`src/hw/rtl/nns_ram.sv`:
```
// Generic single-write, single-read RAM with registered read data.
// Standalone; depends on nothing.
`timescale 1ns / 1ps
`default_nettype none

module nns_ram #(
	parameter int WIDTH = 48,
	parameter int DEPTH = 64
) (
	input  wire logic                     clk,
	input  wire logic                     wr_en,
	input  wire logic [$clog2(DEPTH)-1:0] wr_addr,
	input  wire logic [WIDTH-1:0]         wr_data,
	input  wire logic [$clog2(DEPTH)-1:0] rd_addr,
	output logic      [WIDTH-1:0]         rd_data
);

	logic [WIDTH-1:0] mem_q [DEPTH];

	always_ff @(posedge clk) begin
		if (wr_en) begin
			mem_q[wr_addr] <= wr_data;
		end
		rd_data <= mem_q[rd_addr];
	end

endmodule

`default_nettype wire

```
`config.mk`:
```
export PLATFORM = sky130hd
export DESIGN_NAME = nns_ram
export DESIGN_NICKNAME = d
export VERILOG_FILES = /design/src/hw/rtl/nns_ram.sv
export SDC_FILE = /design/constraint.sdc
export NUM_CORES = 2
export LEC_CHECK = 0
export BUFFER_PORTS_ARGS = -buffer_cell sky130_fd_sc_hd__buf_2
export CAP_MARGIN = 20
export CORE_AREA = 2 2 457 459
export DETAILED_ROUTE_END_ITERATION = 6
export DIE_AREA = 0 0 459 461
export PLACE_DENSITY = 0.78
export SYNTH_ARGS = -nofsm -noshare
export SYNTH_HDL_FRONTEND = slang
export SYNTH_SLANG_ARGS = --single-unit
```
`constraint.sdc`:
```
create_clock -name clk -period 4.5 [get_ports clk]
set_input_delay 0.45 -clock clk [delete_from_list [all_inputs] [get_ports clk]]
set_output_delay 0.45 -clock clk [all_outputs]
set_load 0.01 [all_outputs]
```
## Word-level counts from Yosys, hierarchy flattened

Memories as Yosys holds them, arrays and structs flattened. A register that Yosys moved wholly into a read port is not among the register bits.
Index checks and enable logic that the tools add are counted.

| word-level totals | value |
|---|---|
| bits in registers | 0 |
| latch bits | 0 |
| memory bits (writable) | 3072 |
| ROM bits | 0 |
| input bits | 62 |
| output and inout port bits | 48 |
| logic and storage cells | 3 |
| memories kept | 1 |

| operators by class | value |
|---|---|
| add/subtract/negate cells | 0 |
| multipliers | 0 |
| divide/modulo/power cells | 0 |
| order comparisons | 0 |
| equal/unequal tests | 0 |
| shift-type cells | 0 |
| muxes and demuxes | 2 |
| bitwise gates (word level) | 0 |
| reduce and logical (&&, ||, !) cells | 0 |

Memories:

| name | depth | width | rd ports | clocked after Yosys merged registers in | write ports | RTL line | source |
|---|---|---|---|---|---|---|---|
| mem_q | 64 | 48 | 1 | 1 | 1 | 18 | `logic [WIDTH-1:0] mem_q [DEPTH];` |

Operator list:

| kind | count |
|---|---|
| $mux 1 | 2 |

## Longest topological paths before layout

| logic depth | value |
|---|---|
| depth in word-level cells | 2 |
| gate-level depth with buffers | 9 |
| mapped depth without buffers | 5 |

## Worst setup path before layout

OpenSTA, ideal clock, no wires.

| path | value |
|---|---|
| path kind | input-to-reg |
| start | in wr_addr[3] |
| end | mem mem_q[48][0], enable pin |
| library setup time | 513 ps |
| arrival | 4222 ps |
| path slack | -235 ps |
| cell stages on the path | 4 |
| cell sequence | clkbuf_1 -> nor2b_1 -> nand4b_1 -> nor3_1 |

RTL lines:

| what | RTL line | source |
|---|---|---|
| from (decl) | 12 | `input wire logic [$clog2(DEPTH)-1:0] wr_addr,` |
| to (decl) | 18 |  |

Straight into the memory's write port.

==> metrics.yaml <==
yosys-mux-area-fraction: 0.152
coreArea_mm2: 0.206
critPathMaxFanout: 38
drive_above_1_share: 0.286
clk_pin_slew_ns: 0.07
end_kind: "register"
synth_area_leaders: "edfxtp_1, mux4_2, dfxtp_1"
whs_path_depth: 1
vias: 59500
yosysWarnings: 0
globalRoute.totalOverflow: 0
synth_top_family_by_area: "multiplexers"
r2r-start: "mem_q[3][46]"
crit_type: "in2reg"
outcome: "finished, violations left"
num_io_pins: 110
portBuffers: 109
fin_worst_skew_ns: 0.0637
crit_slowest_cell: "nand2b_2"
cts_hold_buf: 0
synth-xor-area-share: 0
leakagePower_nw: 41.3
rr_worst_depth: 4
ir_worst_vdd_uv: 437
holdWs_ns: -0.00642
clkPwrFrac: 0.414
relSlewSlack: 0.116
rr_endpoint: "rd_data[46]"
ctsRootBufferMaster: "clkbuf_16"
layout_common_cells: "edfxtp_1, mux4_2, clkbuf_16, buf_4, o22ai_1"
clock_latency_ns: 0.97
synth_compound_area_frac: 0.0302
worstHoldPathType: "in2reg"
ant_nets: 0
grt_pass1_vias: 60400
h-tree-depth: 5
endpoint: "rd_data[34]"
pwr-share-comb: 0.048
slew_viol_final: 0
critPathLaunch: "rd_addr[3]"
power_mw: 60.2
seqPwrFrac: 0.537
crit_family: "simple AND/OR/NAND/NOR gates"
routed_wl_um: 328000
antenna_found_initial: 30
finalNetCount: 5421
grt_pass1_wl_um: 458000
synth-simple-area-share: 0.00957
cap_violations: 0
dp_hpwl_um: 170000
crit_cells: 7
initial_core_util: 0.567
cts.sinks: 3120
grt_usage: 0.312
yosys_register_bits: 3120
setup_tns_ns: 0
required_ns: 5.33
yosysTopAreaCell: "edfxtp_1"
cts_resized: 0
synth_top_area_share: 0.788
p_per_area_mw_per_mm2: 454
cts_tree: "done"
finalCriticalPeriod_ns: 2.71
die_h_um: 461
switchingPower_mw: 12.6
cts_buffers: 306
setup_violations: 0
drtIter0Drc: 10300
yosysSeqAreaShare: 0.796
ys_types: 36
switching_share: 0.210
vias_per_cell: 7.16
rrSetupSlack_ns: 2.03
cpPeakStageDelay_ns: 1.02
clk_path_buf_depth: 4
core.rowCount: 167
drc: 22
grt_max_degree: 110
worstMarginPinSlew_ns: 1.33
crit_path_cell_trace: "buf_2 > nand2b_2 > buf_4 > o22ai_1 > nor3_1 > nor2_1 > a221oi_1"
cp.arrival_ns: 3.54
path_buf_inv: 2
area_delta_synth_final_pct: 13.2
internal_power_mw: 47.6
synth_cells: 4970
routedWlPerCell_um: 39.5
final_hold_viol_count: 8
cts_setup_buffers: 0
layout_commonest_cell: "edfxtp_1"
die_x_um: 459
finalCritPeriodShare: 0.601
fp.dieArea_mm2: 0.212
dr.pass1.iters: 7
gp_congestion: 0.835
syn_avg_cell_area_um2: 23.6
failed_checks: "design-rule violations, negative hold slack"
cp-start-kind: "input port"
synth_fa_ha_area_frac: 0
rsz0062_at_grt: "false"
max_freq_mhz: 370
synth_nets: 5032
synth_area_mm2: 0.117
power by group through the flow:
stage	clock, mW	combinational (mW)	sequential, mW
finish	24.9	2.92	32.4
global route	26.0	3.03	32.3
CTS	25.0	2.81	32.4
detailed placement	0	2.74	33.0
global placement	0	2.67	33.0
floorplan	0	1.54	32.9
kinds of logic after synthesis:
kind of cell / Yosys count
flops: 3120
mux: 829
compound gates: 486
buf+inv: 282
simple gates: 253
routing by layer:
layer / global-route usage / share of wire
met1: 0.395 / 0.32
met2: 0.491 / 0.48
met3: 0.0881 / 0.14
met4: 0.175 / 0.065
met5: 0 / 0.00042
layout make-up:
type                    instances  area, µm²
diodes                         22       55.1
clock buffers                 388       8160
well taps                    2704       3380
multi-input cells            1568      23000
flip-flops and latches       3120      93200
fillers                     12400      73800
clock inverters               141       1340
repair buffers                363       3490
registers in the layout, indices dropped and copies added (netlist names):
name	flops
rd_data	48
mem_q	3072
stage by stage:
stage	hold slack, ns	setup slack (ns)	cell area (µm²)	instances	util
after floorplan	0.549	0.704	117000	4970	-
after global placement	0.777	0.864	122000	7706	0.592
after detailed placement	0.801	0.853	122000	7707	0.592
after CTS	0.179	1.86	132000	8236	0.638
after global routing	0.00519	1.80	133000	8296	0.642
final	-0.00642	1.79	133000	8306	0.642
worst min-delay path by stage:
stage	from	to	slack, ns
finish	wr_data[35]	mem_q[31][35]	-0.006
global route	wr_data[35]	mem_q[27][35]	0.005
CTS	wr_data[27]	mem_q[63][27]	0.18
detailed placement	mem_q[58][33]	rd_data[33]	0.80
global placement	mem_q[58][4]	rd_data[4]	0.78
floorplan	wr_data[0]	mem_q[0][0]	0.55
cells in the mapped netlist, drive strengths merged:
library cell     n
nand4b           1
a21oi           74
a211oi          32
o221ai          28
nor3             3
a22o            57
and2             3
or2              3
nand3b           5
a31o             5
a221oi          83
and3             1
clkbuf          99
nand4            2
nor2           132
or3b             4
nand3            7
nand2           55
buf            183
mux2            12
a311oi          11
o22ai          122
a311o            1
dfxtp           48
or3              3
mux4           754
nand2b          10
a22oi           72
a31oi            1
nor2b           24
mux2i           63
edfxtp        3072
(Power assumes the default switching activity.)
